File: src/smx_pkg.sv
// Shared types and constants for the swept square-wave mixer.
// Used by the register block, the tone datapath, the sweep multiplier and the top level.
// No dependencies.
package smx_pkg;

  // Phase accumulator fraction bits and sample counter bits
  localparam int PHASE_BITS = 32;
  localparam int COUNT_BITS = 20;

  // Register field widths
  localparam int STEP_W   = 40;
  localparam int FACTOR_W = 32;
  localparam int DUTY_W   = 17;
  localparam int VOL_W    = 15;
  localparam int LEN_W    = 20;
  localparam int SAMPLE_W = 16;

  // Configuration port: 64-bit data, registers on 8-byte strides
  localparam int APB_DATA_W = 64;
  localparam int APB_ADDR_W = 6;
  localparam int REG_IDX_W  = 3;

  // Register reset values
  localparam logic [STEP_W-1:0]   START_STEP_RST   = '0;
  localparam logic [FACTOR_W-1:0] SWEEP_FACTOR_RST = 32'h4000_0000;
  localparam logic [DUTY_W-1:0]   DUTY_RST         = 17'd32768;
  localparam logic [VOL_W-1:0]    VOLUME_RST       = '0;
  localparam logic [LEN_W-1:0]    SAMPLE_COUNT_RST = '0;

  // Register indexes
  typedef enum logic [REG_IDX_W-1:0] {
    REG_START_STEP   = 3'd0,
    REG_SWEEP_FACTOR = 3'd1,
    REG_DUTY         = 3'd2,
    REG_VOLUME       = 3'd3,
    REG_SAMPLE_COUNT = 3'd4
  } reg_idx_t;

  // Configuration register set
  typedef struct packed {
    logic [STEP_W-1:0]   start_step;
    logic [FACTOR_W-1:0] sweep_factor;
    logic [DUTY_W-1:0]   duty;
    logic [VOL_W-1:0]    volume;
    logic [LEN_W-1:0]    sample_count;
  } cfg_t;

  // One input item
  typedef struct packed {
    logic                       restart;
    logic signed [SAMPLE_W-1:0] mix_in;
  } tick_t;

  // One result item
  typedef struct packed {
    logic signed [SAMPLE_W-1:0] mix_out;
    logic                       active;
    logic                       last;
  } result_t;

endpackage

File: src/smx_apb_regs.sv
// Configuration registers of the swept square-wave mixer behind an APB-style port.
// Depends on smx_pkg.
module smx_apb_regs (
  input  logic                             clk,
  input  logic                             rst,
  input  logic                             psel,
  input  logic                             penable,
  input  logic                             pwrite,
  input  logic [smx_pkg::APB_ADDR_W-1:0]   paddr,
  input  logic [smx_pkg::APB_DATA_W-1:0]   pwdata,
  output logic [smx_pkg::APB_DATA_W-1:0]   prdata,
  output logic                             pready,
  output smx_pkg::cfg_t                    cfg
);
  import smx_pkg::*;

  reg_idx_t idx;
  logic     wr_en;

  assign pready = 1'b1;
  assign idx    = reg_idx_t'(paddr[APB_ADDR_W-1:3]);
  assign wr_en  = psel && penable && pwrite && pready;

  // Write the addressed register, masked to its width
  always_ff @(posedge clk) begin
    if (rst) begin
      cfg.start_step   <= START_STEP_RST;
      cfg.sweep_factor <= SWEEP_FACTOR_RST;
      cfg.duty         <= DUTY_RST;
      cfg.volume       <= VOLUME_RST;
      cfg.sample_count <= SAMPLE_COUNT_RST;
    end else if (wr_en) begin
      case (idx)
        REG_START_STEP:   cfg.start_step   <= pwdata[STEP_W-1:0];
        REG_SWEEP_FACTOR: cfg.sweep_factor <= pwdata[FACTOR_W-1:0];
        REG_DUTY:         cfg.duty         <= pwdata[DUTY_W-1:0];
        REG_VOLUME:       cfg.volume       <= pwdata[VOL_W-1:0];
        REG_SAMPLE_COUNT: cfg.sample_count <= pwdata[LEN_W-1:0];
        default: ;
      endcase
    end
  end

  // Return the addressed register, zero-extended
  always_comb begin
    case (idx)
      REG_START_STEP:   prdata = APB_DATA_W'(cfg.start_step);
      REG_SWEEP_FACTOR: prdata = APB_DATA_W'(cfg.sweep_factor);
      REG_DUTY:         prdata = APB_DATA_W'(cfg.duty);
      REG_VOLUME:       prdata = APB_DATA_W'(cfg.volume);
      REG_SAMPLE_COUNT: prdata = APB_DATA_W'(cfg.sample_count);
      default:          prdata = '0;
    endcase
  end

endmodule

File: src/smx_sweep_mul.sv
// Step sweep: UQ8.32 step times UQ2.30 factor, truncated, saturated to 40 bits.
// Built from two 20x32 partial products. Depends on smx_pkg.
module smx_sweep_mul (
  input  logic [smx_pkg::STEP_W-1:0]   step,
  input  logic [smx_pkg::FACTOR_W-1:0] factor,
  output logic [smx_pkg::STEP_W-1:0]   step_out
);
  import smx_pkg::*;

  localparam int HALF_W = STEP_W / 2;
  localparam int PROD_W = HALF_W + FACTOR_W;
  localparam int SUM_W  = PROD_W + 1;
  localparam int FRAC_W = 30;
  localparam int RES_W  = SUM_W - (FRAC_W - HALF_W);

  logic [PROD_W-1:0] prod_hi;
  logic [PROD_W-1:0] prod_lo;
  logic [SUM_W-1:0]  sum;
  logic [RES_W-1:0]  res;

  // Partial products on the upper and lower step halves
  assign prod_hi = PROD_W'(step[STEP_W-1:HALF_W]) * PROD_W'(factor);
  assign prod_lo = PROD_W'(step[HALF_W-1:0]) * PROD_W'(factor);

  // Align the low product, then drop the extra fraction bits down to the step's 32
  assign sum = SUM_W'(prod_hi) + SUM_W'(prod_lo >> HALF_W);
  assign res = RES_W'(sum >> (FRAC_W - HALF_W));

  // Saturate at the largest step
  assign step_out = (res[RES_W-1:STEP_W] != '0) ? '1 : res[STEP_W-1:0];

endmodule

File: src/smx_tone.sv
// Tone state and per-sample datapath: phase accumulate, duty compare, mix, sweep, count.
// Depends on smx_pkg and smx_sweep_mul.
module smx_tone (
  input  logic             clk,
  input  logic             rst,
  input  logic             advance,
  input  smx_pkg::tick_t   item,
  input  smx_pkg::cfg_t    cfg,
  output smx_pkg::result_t res,
  output logic             running
);
  import smx_pkg::*;

  logic [PHASE_BITS-1:0] phase;
  logic [STEP_W-1:0]     step_now;
  logic [COUNT_BITS-1:0] samples_done;

  logic [PHASE_BITS-1:0] phase_next;
  logic [STEP_W-1:0]     step_now_next;
  logic [COUNT_BITS-1:0] samples_done_next;
  logic                  running_next;

  logic [COUNT_BITS-1:0] limit;
  logic                  run0;
  logic [PHASE_BITS-1:0] phase0;
  logic [STEP_W-1:0]     step0;
  logic [COUNT_BITS-1:0] done0;
  logic [PHASE_BITS-1:0] phase_sum;
  logic [SAMPLE_W-1:0]   top16;
  logic [SAMPLE_W-1:0]   vol16;
  logic [SAMPLE_W-1:0]   level;
  logic [STEP_W-1:0]     step_swept;
  logic [COUNT_BITS-1:0] done_inc;
  logic                  is_last;

  assign limit = COUNT_BITS'(cfg.sample_count);

  // Restart reloads the tone before this sample is processed
  assign run0   = item.restart ? (limit != '0) : running;
  assign phase0 = item.restart ? '0 : phase;
  assign step0  = item.restart ? cfg.start_step : step_now;
  assign done0  = item.restart ? '0 : samples_done;

  // Advance the phase by the fraction bits of the step
  assign phase_sum = phase0 + step0[31 -: PHASE_BITS];
  assign top16     = phase_sum[PHASE_BITS-1 -: SAMPLE_W];

  // Low level below the duty point, high level at or above it
  assign vol16 = SAMPLE_W'(cfg.volume);
  assign level = ({1'b0, top16} < cfg.duty) ? (SAMPLE_W'(0) - vol16) : vol16;

  smx_sweep_mul u_sweep (
    .step     (step0),
    .factor   (cfg.sweep_factor),
    .step_out (step_swept)
  );

  // Count samples; the tone ends on wrap or on reaching the length
  assign done_inc = done0 + COUNT_BITS'(1);
  assign is_last  = (done_inc == '0) || (done_inc >= limit);

  // Result and next state
  always_comb begin
    if (run0) begin
      res.mix_out       = $signed(SAMPLE_W'($unsigned(item.mix_in) + level));
      res.active        = 1'b1;
      res.last          = is_last;
      phase_next        = phase_sum;
      step_now_next     = step_swept;
      samples_done_next = done_inc;
      running_next      = !is_last;
    end else begin
      res.mix_out       = item.mix_in;
      res.active        = 1'b0;
      res.last          = 1'b0;
      phase_next        = phase0;
      step_now_next     = step0;
      samples_done_next = done0;
      running_next      = 1'b0;
    end
  end

  // Commit state when the item moves to the result register
  always_ff @(posedge clk) begin
    if (rst) begin
      phase        <= '0;
      step_now     <= '0;
      samples_done <= '0;
      running      <= 1'b0;
    end else if (advance) begin
      phase        <= phase_next;
      step_now     <= step_now_next;
      samples_done <= samples_done_next;
      running      <= running_next;
    end
  end

endmodule

File: src/swept_square_wave_mixer_unit.sv
// Top level of the swept square-wave mixer: stream ports, input and result registers.
// Depends on smx_pkg, smx_apb_regs and smx_tone.
//
//   Channel   Direction  Handshake                   Payload
//   s_axis    in         s_axis_tvalid/tready        tuser: restart, tdata: mix_in
//   m_axis    out        m_axis_tvalid/tready        tdata: mix_out, tuser: active,
//                                                    tlast: last
//   apb       in         psel/penable/pwrite/pready  registers at 8-byte strides
//
// One item per clock sustained while the result side is not stalled; an accepted item passes
// through the input register, then the result register, before it leaves.
// The loop through the step register and the 20x32 partial-product sweep multiplier
// sets the clock period.
// Synchronous reset empties both registers and stops the tone; no clearing pass.
// A stalled result holds in place while the input register still takes one more item.
module swept_square_wave_mixer_unit (
  input  logic                           clk,
  input  logic                           rst,
  input  logic                           s_axis_tvalid,
  output logic                           s_axis_tready,
  input  logic [15:0]                    s_axis_tdata,  // [15:0] mix_in
  input  logic [0:0]                     s_axis_tuser,  // [0] restart
  output logic                           m_axis_tvalid,
  input  logic                           m_axis_tready,
  output logic [15:0]                    m_axis_tdata,  // [15:0] mix_out
  output logic [0:0]                     m_axis_tuser,  // [0] active
  output logic                           m_axis_tlast,
  input  logic                           psel,
  input  logic                           penable,
  input  logic                           pwrite,
  input  logic [smx_pkg::APB_ADDR_W-1:0] paddr,
  input  logic [smx_pkg::APB_DATA_W-1:0] pwdata,
  output logic [smx_pkg::APB_DATA_W-1:0] prdata,
  output logic                           pready
);
  import smx_pkg::*;

  cfg_t    cfg;
  tick_t   in_reg;
  logic    in_valid;
  result_t out_reg;
  logic    out_valid;
  result_t tone_res;
  logic    tone_running;
  logic    advance;

  smx_apb_regs u_regs (
    .clk     (clk),
    .rst     (rst),
    .psel    (psel),
    .penable (penable),
    .pwrite  (pwrite),
    .paddr   (paddr),
    .pwdata  (pwdata),
    .prdata  (prdata),
    .pready  (pready),
    .cfg     (cfg)
  );

  // Move an item on when the result register is free or being drained
  assign advance       = in_valid && (!out_valid || m_axis_tready);
  assign s_axis_tready = !in_valid || advance;

  // Input register
  always_ff @(posedge clk) begin
    if (rst) begin
      in_valid <= 1'b0;
    end else if (s_axis_tready) begin
      in_valid <= s_axis_tvalid;
    end
  end

  always_ff @(posedge clk) begin
    if (s_axis_tready && s_axis_tvalid) begin
      in_reg.restart <= s_axis_tuser[0];
      in_reg.mix_in  <= $signed(s_axis_tdata);
    end
  end

  smx_tone u_tone (
    .clk     (clk),
    .rst     (rst),
    .advance (advance),
    .item    (in_reg),
    .cfg     (cfg),
    .res     (tone_res),
    .running (tone_running)
  );

  // Result register: hold while stalled
  always_ff @(posedge clk) begin
    if (rst) begin
      out_valid <= 1'b0;
    end else if (!out_valid || m_axis_tready) begin
      out_valid <= in_valid;
    end
  end

  always_ff @(posedge clk) begin
    if (advance) begin
      out_reg <= tone_res;
    end
  end

  assign m_axis_tvalid   = out_valid;
  assign m_axis_tdata    = $unsigned(out_reg.mix_out);
  assign m_axis_tuser[0] = out_reg.active;
  assign m_axis_tlast    = out_reg.last;

  // A final sample leaves the tone stopped
  assert property (@(posedge clk) disable iff (rst)
    advance && tone_res.last |=> !tone_running)
    else $error("tone still running after its final sample");

  // With no tone and no restart the sample passes through untouched
  assert property (@(posedge clk) disable iff (rst)
    advance && !tone_running && !in_reg.restart |->
      !tone_res.active && (tone_res.mix_out == in_reg.mix_in))
    else $error("idle sample was altered");

  // A final-sample mark only comes with an active sample
  assert property (@(posedge clk) disable iff (rst)
    advance && tone_res.last |-> tone_res.active)
    else $error("final-sample mark on an inactive sample");

  // An empty input register always takes an item
  assert property (@(posedge clk) disable iff (rst)
    !in_valid |-> s_axis_tready)
    else $error("input stalled while input register empty");

endmodule

File: config.mk
export PLATFORM = sky130hd
export DESIGN_NAME = swept_square_wave_mixer_unit
export DESIGN_NICKNAME = d
export VERILOG_FILES = /design/src/smx_pkg.sv /design/src/smx_apb_regs.sv /design/src/smx_sweep_mul.sv /design/src/smx_tone.sv /design/src/swept_square_wave_mixer_unit.sv
export SDC_FILE = /design/constraint.sdc
export NUM_CORES = 2
export LEC_CHECK = 0
export BUFFER_PORTS_ARGS = -buffer_cell sky130_fd_sc_hd__buf_2
export CAP_MARGIN = 10
export CELL_PAD_IN_SITES_DETAIL_PLACEMENT = 1
export CELL_PAD_IN_SITES_GLOBAL_PLACEMENT = 2
export CORE_MARGIN = 10
export CORE_UTILIZATION = 37
export CTS_BUF_LIST = sky130_fd_sc_hd__clkbuf_4 sky130_fd_sc_hd__clkbuf_8
export DETAILED_ROUTE_END_ITERATION = 7
export PLACE_DENSITY = 0.92
export RECOVER_POWER = 50
export SLEW_MARGIN = 20
export SYNTH_ARGS = -nofsm -noshare
export SYNTH_HDL_FRONTEND = slang
export SYNTH_SLANG_ARGS = --single-unit
File: constraint.sdc
create_clock -name clk -period 14.5 [get_ports clk]
set_clock_uncertainty 0.2 [all_clocks]
set_input_delay 2.175 -clock clk [delete_from_list [all_inputs] [get_ports clk]]
set_output_delay 2.175 -clock clk [all_outputs]
set_load 0.02 [all_outputs]
-- After elaboration in Yosys (flattened, before gate mapping)
Index checks and enable logic that the tools add are counted.
- bits in latches: 0
- bits in registers: 254
- word-level logic and storage cells: 60
- ROM bits: 0
- memories: 0
- RAM bits: 0
- reduce and logical (&&, ||, !) cells: 19
- $lt $le $gt $ge: 2
- multiplexer cells: 12
- div/mod/pow operators: 0
- shifts and indexed selects: 0
- equal/unequal tests: 4
- $add $sub $neg: 5
- multiply operators: 2
- bitwise logic cells: 0
- operator list (cell ; number):
    $pmux 40 s5 ; 1
    $mux 40 ; 3
    $mul 20x32->52 ; 2
    $mux 32 ; 2
    $add 52x32->53 ; 1
    $mux 20 ; 2
    $add 32x32->32 ; 1
    $add 20x1->20 const B ; 1
    $ge 20x20->1 ; 1
    $logic_not 20->1 ; 1
    $reduce_bool 20->1 ; 1
    $mux 18 ; 1
    $lt 16x17->1 ; 1
    $add 16x16->16 ; 1
    $mux 16 ; 1
    $sub 1x15->16 const A ; 1
    $reduce_and 2->1 ; 5
    $eq 3x2->1 const B ; 2
    $logic_and 1x1->1 ; 4
    $eq 3x1->1 const B ; 1
    $eq 3x3->1 const B ; 1
    $logic_not 1->1 ; 3
    $logic_not 3->1 ; 1
    $logic_or 1x1->1 ; 3
    2 further kinds ; 3

-- Logic depth before layout (Yosys ltp)
- depth after elaboration: 6
- mapped depth: 58
- mapped depth without buffers: 51

-- Cells and area by module
From an unflattened synthesis, not the netlist that was laid out.
- cells, all modules: 6701
- area, all modules: 57525.2 um^2
- by module, submodules not included (module ; area an instance (um^2) ; sequential area each (um^2) ; cells an instance ; instances):
    smx_sweep_mul ; 41509.8 ; 0.0 ; 4813 ; 1
    smx_tone ; 8745.9 ; 1861.8 ; 1152 ; 1
    smx_apb_regs ; 6114.6 ; 2482.4 ; 691 ; 1
    swept_square_wave_mixer_unit ; 1154.9 ; 1091.0 ; 45 ; 1

-- Least setup slack after synthesis
No wires, ideal clock.
- path type: register -> register
- start: register in_reg[16] (netlist name)
- end: register u_tone.step_now[19]
- data arrival time: 14.163 ns
- path buffers: 8
- library setup time: 0.132 ns
- setup slack: 0.005 ns
- stages on the path, launching flop included: 56
- cell sequence: edfxtp_1 -> buf_4 -> clkbuf_1 -> buf_1 -> buf_1 -> clkbuf_1 -> mux2_2 -> clkbuf_1 -> nand2_1 -> fa_1 -> inv_1 -> fa_1 -> inv_1 -> fa_1 -> inv_1 -> fa_1 -> fa_1 -> fa_1 -> [20 not listed] -> fa_1 -> inv_1 -> fa_1 -> inv_1 -> fa_1 -> inv_1 -> ha_1 -> clkbuf_1 -> nand2_1 -> or3_1 -> nor3_1 -> nand4_1 -> nor3b_2 -> or3b_1 -> a41o_2 -> buf_4 -> o221ai_1 -> a21oi_1
- cells in the longest elaborated chain, start to end: 6
- elaborated cells on any way between the ends: 8
- those cells by class: add/sub (1); mul (2); mux (4); reduce/logical (1)
- ends and longest elaborated chain (element ; line ; source):
    from (decl) ; swept_square_wave_mixer_unit.sv:39 ; tick_t in_reg;
    $mux 40 ; smx_tone.sv:41 ; assign step0 = item.restart ? cfg.start_step : step_now;
    $mul 20x32->52 (on tied branches) ; smx_sweep_mul.sv:22, smx_sweep_mul.sv:23 ;
    $add 52x32->53 ; smx_sweep_mul.sv:26 ; assign sum = SUM_W'(prod_hi) + SUM_W'(prod_lo >> HALF_W);
    $reduce_bool 3->1 ; smx_sweep_mul.sv:30 ; assign step_out = (res[RES_W-1:STEP_W] != '0) ? '1 : res[STEP_W-1:0];
    $mux 40 ; smx_sweep_mul.sv:30 ;
    $mux 40 * ; smx_tone.sv:64 ; if (run0) begin
    to (signal assigned) ; smx_tone.sv:92 ; step_now <= step_now_next;
    to (decl) ; smx_tone.sv:15 ; logic [STEP_W-1:0] step_now;
Every way passes the cells marked *; elsewhere a longest branch is shown, timed or not.
A chain may end at the register's enable or synchronous reset.

-- Final worst setup path
- start: register in_reg[16] (netlist name)
- end: register u_tone.step_now[2]
Same word-level chain as after synthesis.

==> impl_metrics.yaml <==
layout:
  regMostFlops: "u_regs.cfg"
  mostFrequentLayoutCells: "inv_1 (1280), nand2_1 (1266), fa_1 (1093)"
  largest_register_ff_count: 124
  fin_cells: 8678
  top_regs: "u_regs.cfg (124), u_tone.step_now (40), u_tone.phase (32)"
  layout-drive-gt1-share_pct: 9.985
  area_growth_pct: 10.24
  mostFrequentLayoutCell: "inv_1"
  num-nets-final: 8232
synth:
  synth-edff-count: 35
  syn_inst: 6580
  synth_top_area_share_pct: 39.64
  synthAdderAreaFrac_pct: 48.77
  synth_top_family_by_area: "adder cells"
  synth-main-ff-cell: "dfxtp_1"
  avgSynthCellArea_um2: 8.480
  synth_top_cell_by_area: "fa_1"
  yosys.area_share.simple_pct: 18.22
  ys_seq_area_share_pct: 9.741
  ys_ff_latch: 254
  ys_types: 97
  ys_async_sr_fraction_pct: 0
  netlist_top_cells_area: "fa_1 (40%), ha_1 (9.1%), inv_1 (8.7%)"
  synth_warnings: 0
  mappedNetlistArea_um2: 55800
  synthMuxAreaShare_pct: 1.742
  synth_xor_area_share_pct: 2.040
  synth-compound-area-share_pct: 7.902
timing:
  final_hold_viol_count: 0
  rsz0062_at_grt: "true"
  relSlewSlack_pct: -85.99
  min_period_over_period_pct: 98.45
  setup_viol: 0
  worst_slew_pin_slew_ps: 2790
  period_needed_ps: 14280
  final-max-slew-violation-count: 120
  fmax_mhz: 70.05
run_status:
  violations: "max-capacitance violations, max-slew violations"
  status: "complete, but fails checks"
worst_setup_path:
  worst_setup_path_start_kind: "register"
  r2r_end: "u_tone.step_now[2]$_SDFFE_PP0P_"
  slowest_stage: "fa_1"
  crit_start: "in_reg[16]$_DFFE_PP_"
  r2r_start: "in_reg[16]$_DFFE_PP_"
  crit_path_frequent_cell: "fa_1"
  cp_max_fo: 8
  crit_type: "register to register"
  cp.arrival_ps: 14570
  worstSetupEndpointType: "register"
  slowest_delay_ps: 570
  rr_worst_depth: 57
  required_ps: 14790
  rrSetupSlack_ps: 220
clocking:
  clk_latency_ps: 650
  cts_tree: "built"
  cts.sinks: 254
  clock-root-buffer: "clkbuf_8"
  clockBufferDepth: 3
  cts_htree_levels: 2
  cts_hold_buffers: 0
  numCtsBuffers: 49
  clk_pin_slew_worst_paths_ps: 60
global_routing:
  grt_usage_pct: 22.11
  grt_pass1_vias: 51630
  grt_pass1_wl_um: 294000
  antenna_found_initial: 10
  grt_max_degree: 72
  grt-ovfl-total: 0
floorplan:
  die_w_um: 408.3
  coreArea_um2: 149800
  io_pins: 179
  dieArea_um2: 166700
  floorplan.initialDensity_pct: 37.26
  rows: 142
  die_h_um: 408.3
power_and_ir_drop:
  pwr_density_cell_nw_per_um2: 31.09
  p_total_mw: 1.913
  ir_drop_v: 0.00005495
  p_leak_nw: 28.71
placed_design:
  port_buffers: 126
  gp_congestion: 0.9074
  place_inst: 8543
  dp.final_hpwl_um: 147300
routing:
  drtIter0Drc: 3206
  wirelength_um: 192500
  via_count: 46280
  ant_nets: 0
  vias_per_cell: 5.333
  wl_per_cell_um: 22.18
  drc_errors: 0
  first_pass_iters: 5
flow_run:
  maxCapViolCount: 3
min_path:
  hold_class: "register to register"
  min_path_cells: 2
  min_to: "u_tone.step_now[29]$_SDFFE_PP0P_"
  hold_start: "u_tone.step_now[29]$_SDFFE_PP0P_"
[Yosys cell counts (4+ instances only)]
cell / instances
a21boi_0: 6
nor2b_1: 105
a211oi_1: 18
edfxtp_1: 35
o221ai_1: 24
xor2_1: 43
a22oi_1: 46
nand4_1: 30
a211o_1: 5
a31oi_1: 17
o21bai_1: 24
o41ai_1: 4
or4_1: 4
fa_1: 1105
a2111oi_2: 5
ha_1: 407
and3_1: 25
nor3_1: 43
nor4_1: 12
buf_1: 12
mux2_2: 39
buf_4: 27
nand2b_1: 26
a21o_1: 61
o21ai_1: 15
nor2_1: 210
nand3_1: 41
or2_2: 12
o21a_1: 18
inv_1: 1287
a21oi_1: 262
dfxtp_1: 219
nand2_1: 1267
o211ai_1: 11
xnor2_1: 87
or3_1: 22
clkbuf_1: 359
mux2i_1: 51
buf_2: 5
and2_1: 388
o21ai_0: 90
o31ai_1: 15
o22ai_1: 17
[power by group]
part | switching [mW] | internal, mW | total, mW
Sequential | 0.0147 | 0.730 | 0.745
Clock | 0.360 | 0.442 | 0.802
Combinational | 0.249 | 0.117 | 0.366
Total | 0.623 | 1.29 | 1.91
[cell type report]
type | count | area, um^2
Antenna cell | 2 | 5.005
Clock buffer | 73 | 917.1
Clock inverter | 12 | 140.1
Fill cell | 17770 | 88260
Inverter | 1289 | 4838
Multi-Input combinational cell | 4665 | 44830
Sequential cell | 254 | 5460
Tap cell | 2016 | 2522
Timing Repair Buffer | 367 | 2804
[worst max-delay path: cells and delay by family (launching register included)]
kind,cells,cell delay (ps)
AND/OR/NAND/NOR,8,1380
multiplexers,2,500
flip-flops,1,410
buffers and inverters,20,2190
adder cells (fa/ha/maj),15,7340
AO/OA/AOI/OAI,11,1890
XOR/XNOR,1,180
[kinds of logic after synthesis]
| logic type | Yosys count |
|---|---|
| flip-flops | 254 |
| multiplexers | 91 |
| AO/OA/AOI/OAI | 686 |
| other | 2 |
| XOR/XNOR | 130 |
| buffers and inverters | 1692 |
| AND/OR/NAND/NOR | 2213 |
| adder cells (fa/ha/maj) | 1512 |
[metal layers]
metal | vias up | global-route usage [%] | wire length (um)
li1 | 20020 | - | -
met1 | 24310 | 27.49 | 75920
met2 | 1504 | 38.80 | 95740
met3 | 448 | 2.447 | 10920
met4 | 4 | 9.096 | 9851
met5 | - | 0 | 26
[per-stage QoR]
step                utilization (%)  setup WS [ps]  hold WS (ps)  TNS [ps]  cell area, um^2
floorplan                         -          5.183         211.6         0            55890
detailed placement            39.47         -187.9         230.3     -4035            59120
global placement              39.47          128.3         220.5         0            59120
finish                        41.07          224.9         237.7         0            61520
CTS                           40.24          9.814         238.8         0            60260
global route                  41.07         -165.5         262.3     -2311            61520
[worst max path at each step]
stage	to	slack [ps]	cells after the start
2_1_floorplan	u_tone.step_now[19]$_SDFFE_PP0P_	5	55
3_3_place_gp	u_tone.step_now[35]$_SDFFE_PP0P_	130	51
3_5_place_dp	u_tone.step_now[35]$_SDFFE_PP0P_	-190	51
4_1_cts	u_tone.step_now[2]$_SDFFE_PP0P_	10	51
5_1_grt	u_tone.step_now[36]$_SDFFE_PP0P_	-170	58
6_report	u_tone.step_now[2]$_SDFFE_PP0P_	220	57
[repair_timing]
| action | 4_1_cts | 5_1_grt |
|---|---|---|
| pin swaps | 2 | 31 |
| endpoints found under the setup margin | 40 | 40 |
| cloned | 0 | 18 |
| buffers inserted | 0 | 31 |
| gates resized for setup | 18 | 145 |
(Power assumes the default switching activity.)
